==> src/rtl/core/rsc_pkg.sv <==
// Shared types, codes and constants of the radar sweep return colouriser.
package rsc_pkg;

	// Operation codes carried in the func field.
	localparam logic [1:0] FUNC_ADVANCE = 2'd0;
	localparam logic [1:0] FUNC_SAMPLE  = 2'd1;
	localparam logic [1:0] FUNC_RESTART = 2'd2;

	// Configuration register indexes.
	localparam logic [2:0] REG_COLUMN_COUNT  = 3'd0;
	localparam logic [2:0] REG_ROW_COUNT     = 3'd1;
	localparam logic [2:0] REG_LEFT_LIMIT    = 3'd2;
	localparam logic [2:0] REG_RIGHT_LIMIT   = 3'd3;
	localparam logic [2:0] REG_ENERGY_SCALE  = 3'd4;
	localparam logic [2:0] REG_SHADOW_ENABLE = 3'd5;

	// Result kinds.
	localparam logic KIND_ANTENNA = 1'b0;
	localparam logic KIND_PIXEL   = 1'b1;

	// Precipitation levels.
	localparam logic [2:0] LEVEL_BLACK   = 3'd0;
	localparam logic [2:0] LEVEL_GREEN   = 3'd1;
	localparam logic [2:0] LEVEL_YELLOW  = 3'd2;
	localparam logic [2:0] LEVEL_RED     = 3'd3;
	localparam logic [2:0] LEVEL_MAGENTA = 3'd4;
	localparam logic [2:0] LEVEL_SHADOW  = 3'd5;

	// ARGB colours.
	localparam logic [31:0] COLOUR_SHADOW  = 32'hff505050;
	localparam logic [31:0] COLOUR_MAGENTA = 32'hffa564d8;
	localparam logic [31:0] COLOUR_RED     = 32'hff2420ed;
	localparam logic [31:0] COLOUR_YELLOW  = 32'hff00f2ff;
	localparam logic [31:0] COLOUR_GREEN   = 32'hff55c278;
	localparam logic [31:0] COLOUR_BLACK   = 32'hff000000;

	// Level thresholds in Q17.40, rounded up, for energy times scale.
	localparam logic [56:0] TH_MAGENTA = 57'd13194139534;
	localparam logic [56:0] TH_RED     = 57'd9895604650;
	localparam logic [56:0] TH_YELLOW  = 57'd6597069767;
	localparam logic [56:0] TH_GREEN   = 57'd4947802325;

	// Running energy: 0.8 in Q2.24 and the saturation ceiling.
	localparam logic [25:0] SHADOW_LIMIT = 26'd13421772;
	localparam logic [25:0] SUM_MAX      = 26'h3ffffff;

	typedef struct packed {
		logic [10:0] column_count;
		logic [10:0] row_count;
		logic [9:0]  left_limit;
		logic [9:0]  right_limit;
		logic [31:0] energy_scale;
		logic        shadow_enable;
	} cfg_t;

	// Item after the sweep stage.
	typedef struct packed {
		logic        kind;
		logic [9:0]  column;
		logic [10:0] index;
		logic [24:0] energy;
		logic        pixel;
		logic        overrun;
		logic        line_last;
		logic        shadow;
	} sweep_item_t;

	// Item after the partial-product stage.
	typedef struct packed {
		logic        kind;
		logic [9:0]  column;
		logic [19:0] pixel_addr;
		logic [47:0] prod_lo;
		logic [40:0] prod_hi;
		logic        pixel;
		logic        overrun;
		logic        line_last;
		logic        shadow;
	} mult_item_t;

	typedef struct packed {
		logic        kind;
		logic [9:0]  column;
		logic [19:0] pixel_addr;
		logic [31:0] colour;
		logic [2:0]  level;
		logic        pixel_valid;
		logic        overrun;
		logic        line_last;
	} result_t;

endpackage

==> src/rtl/core/rsc_if.sv <==
// Handshake interfaces for the command, result and configuration channels.
interface rsc_cmd_if;
	logic        valid;
	logic        ready;
	logic [1:0]  func;
	logic [24:0] energy;

	modport source (output valid, output func, output energy, input ready);
	modport sink (input valid, input func, input energy, output ready);
endinterface

interface rsc_rsp_if;
	logic        valid;
	logic        ready;
	logic        kind;
	logic [9:0]  column;
	logic [19:0] pixel_addr;
	logic [31:0] colour;
	logic [2:0]  level;
	logic        pixel_valid;
	logic        overrun;
	logic        line_last;

	modport source (output valid, output kind, output column, output pixel_addr,
		output colour, output level, output pixel_valid, output overrun,
		output line_last, input ready);
	modport sink (input valid, input kind, input column, input pixel_addr,
		input colour, input level, input pixel_valid, input overrun,
		input line_last, output ready);
endinterface

interface rsc_cfg_if;
	logic        valid;
	logic        ready;
	logic [2:0]  index;
	logic [31:0] data;

	modport source (output valid, output index, output data, input ready);
	modport sink (input valid, input index, input data, output ready);
endinterface

==> src/rtl/core/rsc_cfg.sv <==
// Configuration register bank of the colouriser.
module rsc_cfg (
	input  logic          clk,
	input  logic          arst_n,
	input  logic          wr_en,
	input  logic [2:0]    wr_index,
	input  logic [31:0]   wr_data,
	output rsc_pkg::cfg_t cfg
);
	import rsc_pkg::*;

	cfg_t cfg_q;

	always_ff @(posedge clk or negedge arst_n) begin
		if (!arst_n) begin
			cfg_q.column_count  <= 11'd512;
			cfg_q.row_count     <= 11'd512;
			cfg_q.left_limit    <= 10'd0;
			cfg_q.right_limit   <= 10'd511;
			cfg_q.energy_scale  <= 32'd65536;
			cfg_q.shadow_enable <= 1'b0;
		end else if (wr_en) begin
			unique case (wr_index)
				REG_COLUMN_COUNT:  cfg_q.column_count  <= wr_data[10:0];
				REG_ROW_COUNT:     cfg_q.row_count     <= wr_data[10:0];
				REG_LEFT_LIMIT:    cfg_q.left_limit    <= wr_data[9:0];
				REG_RIGHT_LIMIT:   cfg_q.right_limit   <= wr_data[9:0];
				REG_ENERGY_SCALE:  cfg_q.energy_scale  <= wr_data;
				REG_SHADOW_ENABLE: cfg_q.shadow_enable <= wr_data[0];
				default: begin
				end
			endcase
		end
	end

	assign cfg = cfg_q;
endmodule

==> src/rtl/core/rsc_sweep.sv <==
// Antenna sweep, scan line state and first pipeline stage.
module rsc_sweep (
	input  logic                 clk,
	input  logic                 arst_n,
	input  logic                 accept,
	input  logic                 advance,
	input  logic [1:0]           func,
	input  logic [24:0]          energy,
	input  logic [9:0]           edge_col,
	input  logic [10:0]          rows,
	input  logic [9:0]           left_limit,
	input  logic [9:0]           right_limit,
	input  logic                 shadow_enable,
	output logic                 item_valid,
	output rsc_pkg::sweep_item_t item
);
	import rsc_pkg::*;

	logic [9:0]  column_q;
	logic        rightward_q;
	logic [10:0] index_q;
	logic [25:0] sum_q;

	logic [9:0]  column_nx;
	logic        rightward_nx;
	logic [10:0] index_nx;
	logic [25:0] sum_nx;
	logic [26:0] sum_wide;
	logic [10:0] centre;
	logic        item_nx_valid;
	sweep_item_t item_nx;

	logic        valid_s1;
	sweep_item_t item_s1;

	always_comb begin
		column_nx     = column_q;
		rightward_nx  = rightward_q;
		index_nx      = index_q;
		sum_nx        = sum_q;
		sum_wide      = {1'b0, sum_q} + {2'b00, energy};
		centre        = ({1'b0, edge_col} + 11'd1) >> 1;
		item_nx_valid = 1'b0;
		item_nx       = '0;
		case (func)
			FUNC_ADVANCE: begin
				if (rightward_q) begin
					column_nx = (column_q >= edge_col) ? edge_col : column_q + 10'd1;
					if (column_nx >= edge_col || column_nx == right_limit)
						rightward_nx = 1'b0;
				end else begin
					column_nx = (column_q == 10'd0) ? 10'd0 : column_q - 10'd1;
					if (column_nx == 10'd0 || column_nx == left_limit)
						rightward_nx = 1'b1;
				end
				index_nx       = '0;
				sum_nx         = '0;
				item_nx_valid  = 1'b1;
				item_nx.kind   = KIND_ANTENNA;
				item_nx.column = column_nx;
			end
			FUNC_RESTART: begin
				column_nx      = centre[9:0];
				index_nx       = '0;
				sum_nx         = '0;
				item_nx_valid  = 1'b1;
				item_nx.kind   = KIND_ANTENNA;
				item_nx.column = column_nx;
			end
			FUNC_SAMPLE: begin
				item_nx_valid  = 1'b1;
				item_nx.kind   = KIND_PIXEL;
				item_nx.column = column_q;
				item_nx.index  = index_q;
				item_nx.energy = energy;
				if (index_q >= rows) begin
					item_nx.overrun = 1'b1;
				end else begin
					sum_nx = sum_wide[26] ? SUM_MAX : sum_wide[25:0];
					index_nx = index_q + 11'd1;
					item_nx.pixel = 1'b1;
					item_nx.line_last = ({1'b0, index_q} + 12'd1) == {1'b0, rows};
					item_nx.shadow = shadow_enable && (sum_nx > SHADOW_LIMIT);
				end
			end
			default: begin
			end
		endcase
	end

	always_ff @(posedge clk or negedge arst_n) begin
		if (!arst_n) begin
			column_q    <= 10'd256;
			rightward_q <= 1'b0;
			index_q     <= '0;
			sum_q       <= '0;
		end else if (accept) begin
			column_q    <= column_nx;
			rightward_q <= rightward_nx;
			index_q     <= index_nx;
			sum_q       <= sum_nx;
		end
	end

	always_ff @(posedge clk or negedge arst_n) begin
		if (!arst_n) begin
			valid_s1 <= 1'b0;
		end else if (advance) begin
			valid_s1 <= accept && item_nx_valid;
		end
	end

	always_ff @(posedge clk) begin
		if (advance)
			item_s1 <= item_nx;
	end

	assign item_valid = valid_s1;
	assign item       = item_s1;
endmodule

==> src/rtl/core/rsc_colour.sv <==
// Energy scaling, pixel addressing and colour selection stages.
module rsc_colour (
	input  logic                 clk,
	input  logic                 arst_n,
	input  logic                 advance,
	input  logic                 item_valid,
	input  rsc_pkg::sweep_item_t item,
	input  logic [10:0]          rows,
	input  logic [31:0]          energy_scale,
	output logic                 res_valid,
	output rsc_pkg::result_t     res
);
	import rsc_pkg::*;

	mult_item_t mult_nx;
	logic [20:0] line_base;
	logic [21:0] addr_wide;

	logic       valid_s2;
	mult_item_t item_s2;

	logic [56:0] prod;
	result_t     res_nx;

	logic    valid_s3;
	result_t res_s3;

	// The 25 by 32 product is split at bit 16 of the energy into two
	// partial products, summed in the next stage.
	always_comb begin
		line_base          = {10'b0, item.column} * {10'b0, rows};
		addr_wide          = {1'b0, line_base} + {11'b0, item.index};
		mult_nx.kind       = item.kind;
		mult_nx.column     = item.column;
		mult_nx.pixel_addr = addr_wide[19:0];
		mult_nx.prod_lo    = {32'b0, item.energy[15:0]} * {16'b0, energy_scale};
		mult_nx.prod_hi    = {32'b0, item.energy[24:16]} * {9'b0, energy_scale};
		mult_nx.pixel      = item.pixel;
		mult_nx.overrun    = item.overrun;
		mult_nx.line_last  = item.line_last;
		mult_nx.shadow     = item.shadow;
	end

	always_ff @(posedge clk or negedge arst_n) begin
		if (!arst_n) begin
			valid_s2 <= 1'b0;
			valid_s3 <= 1'b0;
		end else if (advance) begin
			valid_s2 <= item_valid;
			valid_s3 <= valid_s2;
		end
	end

	always_ff @(posedge clk) begin
		if (advance) begin
			item_s2 <= mult_nx;
			res_s3  <= res_nx;
		end
	end

	always_comb begin
		prod = {9'b0, item_s2.prod_lo} + {item_s2.prod_hi, 16'b0};
		res_nx = '0;
		res_nx.kind    = item_s2.kind;
		res_nx.column  = item_s2.column;
		res_nx.overrun = item_s2.overrun;
		if (item_s2.pixel) begin
			res_nx.pixel_valid = 1'b1;
			res_nx.pixel_addr  = item_s2.pixel_addr;
			res_nx.line_last   = item_s2.line_last;
			if (item_s2.shadow) begin
				res_nx.colour = COLOUR_SHADOW;
				res_nx.level  = LEVEL_SHADOW;
			end else if (prod >= TH_MAGENTA) begin
				res_nx.colour = COLOUR_MAGENTA;
				res_nx.level  = LEVEL_MAGENTA;
			end else if (prod >= TH_RED) begin
				res_nx.colour = COLOUR_RED;
				res_nx.level  = LEVEL_RED;
			end else if (prod >= TH_YELLOW) begin
				res_nx.colour = COLOUR_YELLOW;
				res_nx.level  = LEVEL_YELLOW;
			end else if (prod >= TH_GREEN) begin
				res_nx.colour = COLOUR_GREEN;
				res_nx.level  = LEVEL_GREEN;
			end else begin
				res_nx.colour = COLOUR_BLACK;
				res_nx.level  = LEVEL_BLACK;
			end
		end
	end

	assign res_valid = valid_s3;
	assign res       = res_s3;
endmodule

==> src/rtl/core/radar_sweep_return_colouriser.sv <==
// Top level of the radar sweep return colouriser.
// The block takes one command transfer in every clock cycle that is not
// stalled and gives one result transfer for each advance, sample or
// restart command (an unused func code is dropped without a result). It
// has three registered stages: the sweep stage updates the antenna column,
// sample index and running energy as the command is taken; the second stage
// forms the pixel address and the two partial products of energy times
// scale; the third sums them, compares with the level thresholds and
// registers the colour. All three stages move together and halt only while
// a result is held at the output, so the command channel is ready whenever
// the result channel is ready or empty. Configuration writes are always
// accepted and should be made only while no command is in flight.
module radar_sweep_return_colouriser #(
	parameter int MAX_COLUMNS = 1024,
	parameter int MAX_ROWS    = 1024
) (
	input logic      clk,
	input logic      arst_n,
	rsc_cmd_if.sink  cmd,
	rsc_rsp_if.source rsp,
	rsc_cfg_if.sink  cfg
);
	import rsc_pkg::*;

	cfg_t        cfg_regs;
	logic        advance;
	logic        accept;
	logic [9:0]  edge_col;
	logic [10:0] rows;
	int          col_clamped;
	logic        item_valid;
	sweep_item_t item;
	logic        res_valid;
	result_t     res;

	// The pipeline stalls only while a finished result waits to be taken.
	assign advance   = !(rsp.valid && !rsp.ready);
	assign cmd.ready = advance;
	assign accept    = cmd.valid && advance;
	assign cfg.ready = 1'b1;

	// Right edge of the screen: the column count held between two and the
	// column limit, less one, never beyond the widest column code.
	always_comb begin
		col_clamped = int'(cfg_regs.column_count);
		if (col_clamped < 2)
			col_clamped = 2;
		if (col_clamped > MAX_COLUMNS)
			col_clamped = MAX_COLUMNS;
		col_clamped = col_clamped - 1;
		if (col_clamped > 1023)
			col_clamped = 1023;
		edge_col = col_clamped[9:0];
	end

	// Rows per scan line, held to the row limit. A row count of zero turns
	// every sample into an overrun.
	assign rows = (int'(cfg_regs.row_count) > MAX_ROWS) ? 11'(MAX_ROWS)
		: cfg_regs.row_count;

	rsc_cfg u_cfg (
		.clk      (clk),
		.arst_n   (arst_n),
		.wr_en    (cfg.valid),
		.wr_index (cfg.index),
		.wr_data  (cfg.data),
		.cfg      (cfg_regs)
	);

	rsc_sweep u_sweep (
		.clk           (clk),
		.arst_n        (arst_n),
		.accept        (accept),
		.advance       (advance),
		.func          (cmd.func),
		.energy        (cmd.energy),
		.edge_col      (edge_col),
		.rows          (rows),
		.left_limit    (cfg_regs.left_limit),
		.right_limit   (cfg_regs.right_limit),
		.shadow_enable (cfg_regs.shadow_enable),
		.item_valid    (item_valid),
		.item          (item)
	);

	rsc_colour u_colour (
		.clk          (clk),
		.arst_n       (arst_n),
		.advance      (advance),
		.item_valid   (item_valid),
		.item         (item),
		.rows         (rows),
		.energy_scale (cfg_regs.energy_scale),
		.res_valid    (res_valid),
		.res          (res)
	);

	assign rsp.valid       = res_valid;
	assign rsp.kind        = res.kind;
	assign rsp.column      = res.column;
	assign rsp.pixel_addr  = res.pixel_addr;
	assign rsp.colour      = res.colour;
	assign rsp.level       = res.level;
	assign rsp.pixel_valid = res.pixel_valid;
	assign rsp.overrun     = res.overrun;
	assign rsp.line_last   = res.line_last;
endmodule
==> src/flat_wrapper.sv <==
// flat-port wrapper written by rule: the top's interface ports become plain ports
module radar_sweep_return_colouriser_flat import rsc_pkg::*;
#(
	parameter int MAX_COLUMNS = 1024,
	parameter int MAX_ROWS    = 1024
)
  (clk, arst_n, cmd_valid, cmd_func, cmd_energy, cmd_ready, rsp_valid, rsp_kind, rsp_column, rsp_pixel_addr, rsp_colour, rsp_level, rsp_pixel_valid, rsp_overrun, rsp_line_last, rsp_ready, cfg_valid, cfg_index, cfg_data, cfg_ready);
  rsc_cmd_if cmd_i ();
  rsc_rsp_if rsp_i ();
  rsc_cfg_if cfg_i ();
  input logic clk;
  input logic arst_n;
  input wire logic [$bits(cmd_i.valid)-1:0] cmd_valid;
  input wire logic [$bits(cmd_i.func)-1:0] cmd_func;
  input wire logic [$bits(cmd_i.energy)-1:0] cmd_energy;
  output wire logic [$bits(cmd_i.ready)-1:0] cmd_ready;
  output wire logic [$bits(rsp_i.valid)-1:0] rsp_valid;
  output wire logic [$bits(rsp_i.kind)-1:0] rsp_kind;
  output wire logic [$bits(rsp_i.column)-1:0] rsp_column;
  output wire logic [$bits(rsp_i.pixel_addr)-1:0] rsp_pixel_addr;
  output wire logic [$bits(rsp_i.colour)-1:0] rsp_colour;
  output wire logic [$bits(rsp_i.level)-1:0] rsp_level;
  output wire logic [$bits(rsp_i.pixel_valid)-1:0] rsp_pixel_valid;
  output wire logic [$bits(rsp_i.overrun)-1:0] rsp_overrun;
  output wire logic [$bits(rsp_i.line_last)-1:0] rsp_line_last;
  input wire logic [$bits(rsp_i.ready)-1:0] rsp_ready;
  input wire logic [$bits(cfg_i.valid)-1:0] cfg_valid;
  input wire logic [$bits(cfg_i.index)-1:0] cfg_index;
  input wire logic [$bits(cfg_i.data)-1:0] cfg_data;
  output wire logic [$bits(cfg_i.ready)-1:0] cfg_ready;
  assign cmd_i.valid = cmd_valid;
  assign cmd_i.func = cmd_func;
  assign cmd_i.energy = cmd_energy;
  assign cmd_ready = cmd_i.ready;
  assign rsp_valid = rsp_i.valid;
  assign rsp_kind = rsp_i.kind;
  assign rsp_column = rsp_i.column;
  assign rsp_pixel_addr = rsp_i.pixel_addr;
  assign rsp_colour = rsp_i.colour;
  assign rsp_level = rsp_i.level;
  assign rsp_pixel_valid = rsp_i.pixel_valid;
  assign rsp_overrun = rsp_i.overrun;
  assign rsp_line_last = rsp_i.line_last;
  assign rsp_i.ready = rsp_ready;
  assign cfg_i.valid = cfg_valid;
  assign cfg_i.index = cfg_index;
  assign cfg_i.data = cfg_data;
  assign cfg_ready = cfg_i.ready;
  radar_sweep_return_colouriser #(.MAX_COLUMNS(MAX_COLUMNS), .MAX_ROWS(MAX_ROWS)) u_core (.clk(clk), .arst_n(arst_n), .cmd(cmd_i), .rsp(rsp_i), .cfg(cfg_i));
endmodule
==> config.mk <==
export PLATFORM = sky130hd
export DESIGN_NAME = radar_sweep_return_colouriser_flat
export DESIGN_NICKNAME = d
export VERILOG_FILES = /design/src/rtl/core/rsc_pkg.sv /design/src/rtl/core/rsc_if.sv /design/src/rtl/core/rsc_cfg.sv /design/src/rtl/core/rsc_sweep.sv /design/src/rtl/core/rsc_colour.sv /design/src/rtl/core/radar_sweep_return_colouriser.sv /design/src/flat_wrapper.sv
export SDC_FILE = /design/constraint.sdc
export NUM_CORES = 2
export LEC_CHECK = 0
export BUFFER_PORTS_ARGS = -buffer_cell sky130_fd_sc_hd__buf_2
export CORE_ASPECT_RATIO = 1.25
export CORE_MARGIN = 2
export CORE_UTILIZATION = 46
export CTS_CLUSTER_DIAMETER = 100
export DETAILED_ROUTE_END_ITERATION = 8
export SETUP_SLACK_MARGIN = 0.15
export SLEW_MARGIN = 20
export SYNTH_ARGS = -nofsm -noshare
export SYNTH_HDL_FRONTEND = slang
export SYNTH_SLANG_ARGS = --single-unit
==> constraint.sdc <==
create_clock -name clk -period 27.3 [get_ports clk]
set_input_delay 4.095 -clock clk [delete_from_list [all_inputs] [get_ports clk]]
set_output_delay 4.095 -clock clk [all_outputs]
set_load 0.05 [all_outputs]
# [Yosys cells after proc, flatten, opt, wreduce, memory -nomap -nowiden]
# Cells that the tools add are included.
[op_classes] add_sub_neg=9 multipliers=3 magnitude_cmp=12 n_eq_ne=11 mux=26 bitwise_logic=2 reduce_logical=30
[ops] op="$mux 26" n=6
[ops] op="$ge 57x33->1 const B" n=2
[ops] op="$ge 57x34->1 const B" n=2
[ops] op="$add 48x57->57" n=1
[ops] op="$pmux 26 s2" n=1
[ops] op="$mul 16x32->48" n=1
[ops] op="$mux 11" n=4
[ops] op="$mul 9x32->41" n=1
[ops] op="$mux 10" n=4
[ops] op="$pmux 11 s3" n=1
[ops] op="$add 26x25->27" n=1
[ops] op="$mux 27" n=1
[ops] op="$gt 26x24->1 const B" n=1
[ops] op="$gt 11x11->1 const B" n=2
[ops] op="$pmux 11 s2" n=1
[ops] op="$add 20x11->20" n=1
[ops] op="$eq 10x10->1" n=2
[ops] op="$ge 10x10->1" n=2
[ops] op="$logic_not 10->1" n=2
[ops] op="$mul 10x11->20" n=1
[ops] op="$pmux 10 s2" n=1
[ops] op="$reduce_and 2->1" n=8
[ops] op="$add 11x1->12 const B" n=1
[ops] op="$eq 12x11->1" n=1
[ops] op="other kinds (27)" n=45
[word_totals] reg_bits=363 word_cells=136

# [Depth between registers and ports, before layout]
[logic_depth] depth_word=13 depth_mapped=29 mapped_depth_nobuf=28

# [Modules after synthesis]
# From an unflattened synthesis, not the netlist that was laid out.
[unflattened] cells_unflattened=4987 area_unflattened_um2=47698.2
[modules_own_cells] mod="rsc_colour" n_inst=1 cells_each=3913 area_per_inst_um2=36551.3
[modules_own_cells] mod="rsc_sweep" n_inst=1 cells_each=834 area_per_inst_um2=7644.8
[modules_own_cells] mod="rsc_cfg" n_inst=1 cells_each=164 area_per_inst_um2=3006.6
[modules_own_cells] mod="radar_sweep_return_colouriser" n_inst=1 cells_each=76 area_per_inst_um2=495.5

# [Worst setup path before layout]
# OpenSTA, ideal clock, no wires.
[synth_path] kind="input port to output port" start="input port rsp_ready" end="output port cmd_ready" arrival_time_ns=10.807 required_ns=23.205 path_slack_ns=12.398 stages=2 n_path_buf=1 path_cell_list="nand2b_1 clkbuf_1"
[synth_between] elab_chain_cells=3
[synth_lines] element="start: declaration" line="flat_wrapper.sv:26" text="input wire logic [$bits(rsp_i.ready)-1:0] rsp_ready;"
[synth_lines] element="$logic_not 1->1" line="radar_sweep_return_colouriser.sv:37" text="assign advance = !(rsp.valid && !rsp.ready);"
[synth_lines] element="$logic_and 1x1->1" line="radar_sweep_return_colouriser.sv:37"
[synth_lines] element="$logic_not 1->1" line="radar_sweep_return_colouriser.sv:37"
[synth_lines] element="end: declaration" line="flat_wrapper.sv:16" text="output wire logic [$bits(cmd_i.ready)-1:0] cmd_ready;"
# No other way between the ends.

# [Worst setup path in the final report]
# Same ends and word-level chain as after synthesis.

==> impl_metrics.env <==
export IMPL_grt_pass1_vias=36700
export IMPL_vias=34700
export IMPL_instances_no_fill=6323
export IMPL_io_buffers=133
export IMPL_synthFlopType="edfxtp_1"
export IMPL_fmax_mhz=107
export IMPL_routed_wl_um=122000
export IMPL_place_inst=6240
export IMPL_cp_data_required_time_ns=23.20
export IMPL_die_y_um=361
export IMPL_synth_ff_latch_count=352
export IMPL_cts_hold_buf=0
export IMPL_status="finished, final reports clean"
export IMPL_tritoncts="built"
export IMPL_ios=139
export IMPL_mostFrequentLayoutCells="804 x nand2_1, 715 x inv_1, 711 x fa_1"
export IMPL_routed_via_density=5.48
export IMPL_cts_resized=0
export IMPL_grt_max_degree=71
export IMPL_hold_path_class="register to register"
export IMPL_crit_type="input pin to primary output"
export IMPL_syn_avg_cell_area_um2=9.49
export IMPL_tightest_slew_ns=1.07
export IMPL_ant_nets=0
export IMPL_core_area_um2=102000
export IMPL_die_area_um2=105000
export IMPL_grt_use_total=0.242
export IMPL_cp_slowest_cell="nand2b_4"
export IMPL_remaining_drc_errors=0
export IMPL_finalSetupViolations=0
export IMPL_area_growth_pct=7.44
export IMPL_clkSinkCount=352
export IMPL_antenna_found_initial=2
export IMPL_synth_area_top_cells="fa_1 30%, edfxtp_1 14%, ha_1 8.8%"
export IMPL_cts_max_level=2
export IMPL_critPathMaxFanout=60
export IMPL_min_period_ns=9.34
export IMPL_clk_pin_slew_worst_paths_ns=0.06
export IMPL_cp_start_kind="input pin"
export IMPL_clockBufferDepth=3
export IMPL_endpoint_kind="primary output"
export IMPL_crit_chain="buf_2, nand2b_4, buf_2"
export IMPL_multi_input_area_um2=33300
export IMPL_grt_pass1_wl_um=199000
export IMPL_cpPeakStageDelay_ns=0.64
export IMPL_arrival_ns=5.25
export IMPL_synth_cells=4950
export IMPL_rows=131
export IMPL_skew_ns=0.0273
export IMPL_finalHoldViolCount=0
export IMPL_synth_top_area_frac=0.303
export IMPL_synth_distinct_cells=88
export IMPL_synth_seq_area_share=0.212
export IMPL_setup_tns_ns=0
export IMPL_gp_congestion=0.874
export IMPL_synthesis_area_um2=47000
export IMPL_maxCapViolCount=0
export IMPL_overflow=0
export IMPL_timing_slew_headroom=0.287
export IMPL_regArea_um2=9960
export IMPL_fill_cells=9557
export IMPL_dp_hpwl_um=91400
export IMPL_fin_crit_sh=0.342
export IMPL_initial_core_util=0.462
export IMPL_drv_slew=0
export IMPL_fp_dieW_um=290
export IMPL_drt_iter0_markers=1931
export IMPL_yosysWarnings=0
export IMPL_clock_latency_ns=0.61
export IMPL_final_common_cell="nand2_1"
export IMPL_drive_gt1_frac=0.0834
export IMPL_ys_async_sr_fraction=0.358
export IMPL_cts_buffers=44
export IMPL_post_cts_setup_buffers=0
export IMPL_detail_route_first_pass_iterations=5
export IMPL_ctsRootBufferMaster="clkbuf_16"
export IMPL_crit_top_cell="buf_2"
export IMPL_rsz0062_at_grt="false"
export IMPL_wire_per_inst_um=19.4
export IMPL_yosysTopAreaCell="fa_1"
export IMPL_synth_edf_count=226
export IMPL_fin_nets=6065
==> final cells by class <==
type,count,share of cell area
inverters,715,0.0532
well taps,1330,0.0330
clock buffers,51,0.0232
diodes,2,0.0000992
multi-input cells,3632,0.661
clock inverters,30,0.00759
repair buffers,211,0.0249
flip-flops and latches,352,0.197
==> synth_stat cells, types with 14 or more instances <==
library cell / instances
nand2b_1: 31
o31ai_1: 20
nand2_1: 804
edfxtp_1: 226
dfrtp_1: 113
a31oi_1: 23
nor3_1: 68
xnor2_1: 118
inv_1: 715
o211ai_1: 25
a211oi_1: 26
or2_2: 14
a21oi_1: 167
nand4_1: 20
xor2_1: 57
nor2b_1: 32
nand3_1: 49
nor2_1: 147
buf_4: 20
fa_1: 711
and2_1: 349
o21bai_1: 14
or3_1: 14
nor4_1: 15
mux2i_1: 24
o21a_1: 34
mux2_2: 75
clkbuf_1: 224
and3_1: 34
ha_1: 331
o21ai_0: 155
a21o_1: 83
==> state kept, by name, indices dropped and copies added (netlist names), 10 cells and up <==
register / flops
u_core.u_sweep.item: 51
u_core.u_sweep.index_q: 11
u_core.u_colour.res: 51
u_core.u_sweep.sum_q: 26
u_core.u_cfg.cfg: 75
u_core.u_colour.item_s2: 124
u_core.u_sweep.column_q: 10
==> metrics by stage <==
stage,hold WS (ns),util,area [um^2],setup WS [ns]
floorplan,0.400,-,47000,12.40
global placement,0.403,0.481,48900,17.95
detailed placement,0.405,0.481,48900,17.93
CTS,0.422,0.496,50400,17.94
global route,0.433,0.496,50400,17.86
finish,0.423,0.496,50500,17.96
==> metal layers <==
layer | up-vias | GRT usage | wire [um]
li1 | 16000 | - | -
met1 | 17600 | 0.310 | 50400
met2 | 899 | 0.425 | 61400
met3 | 216 | 0.0272 | 6320
met4 | 2 | 0.0791 | 4320
met5 | - | 0 | 13
==> worst max-delay path, delay by kind of cell <==
kind          cells  cell delay, ns
simple gates      1            0.64
buf+inv           2            0.48
==> cell families (layout without fill, tap and decap cells) <==
group	after synthesis	count (layout)	share of synthesized area
xor+xnor	175	175	0.0326
other cells	2	7	0.000160
compound gates	688	688	0.0968
fa+ha+maj	1042	1042	0.391
buf+inv	969	1007	0.0794
simple gates	1623	1623	0.165
flops	352	352	0.212
mux	99	99	0.0231
==> final timing paths <==
kind                       slack [ns]  depth (start not counted)                          end                    start
max                             17.96                          3                    cmd_ready                rsp_ready
min                              0.42                          0   u_core.u_colour.item_s2[2]   u_core.u_sweep.item[2]
max reg2reg                     19.66                         24  u_core.u_colour.item_s2[91]  u_core.u_sweep.item[10]
min reg2reg                      0.42                          0   u_core.u_colour.item_s2[2]   u_core.u_sweep.item[2]
max in group asynchronous       22.44                          2         u_core.u_cfg.cfg[24]                   arst_n
min in group asynchronous        3.48                          1   u_core.u_sweep.index_q[10]                   arst_n
Power is not shown: default switching activity piles up to over one toggle a cycle in this logic, so the estimate is an artifact.
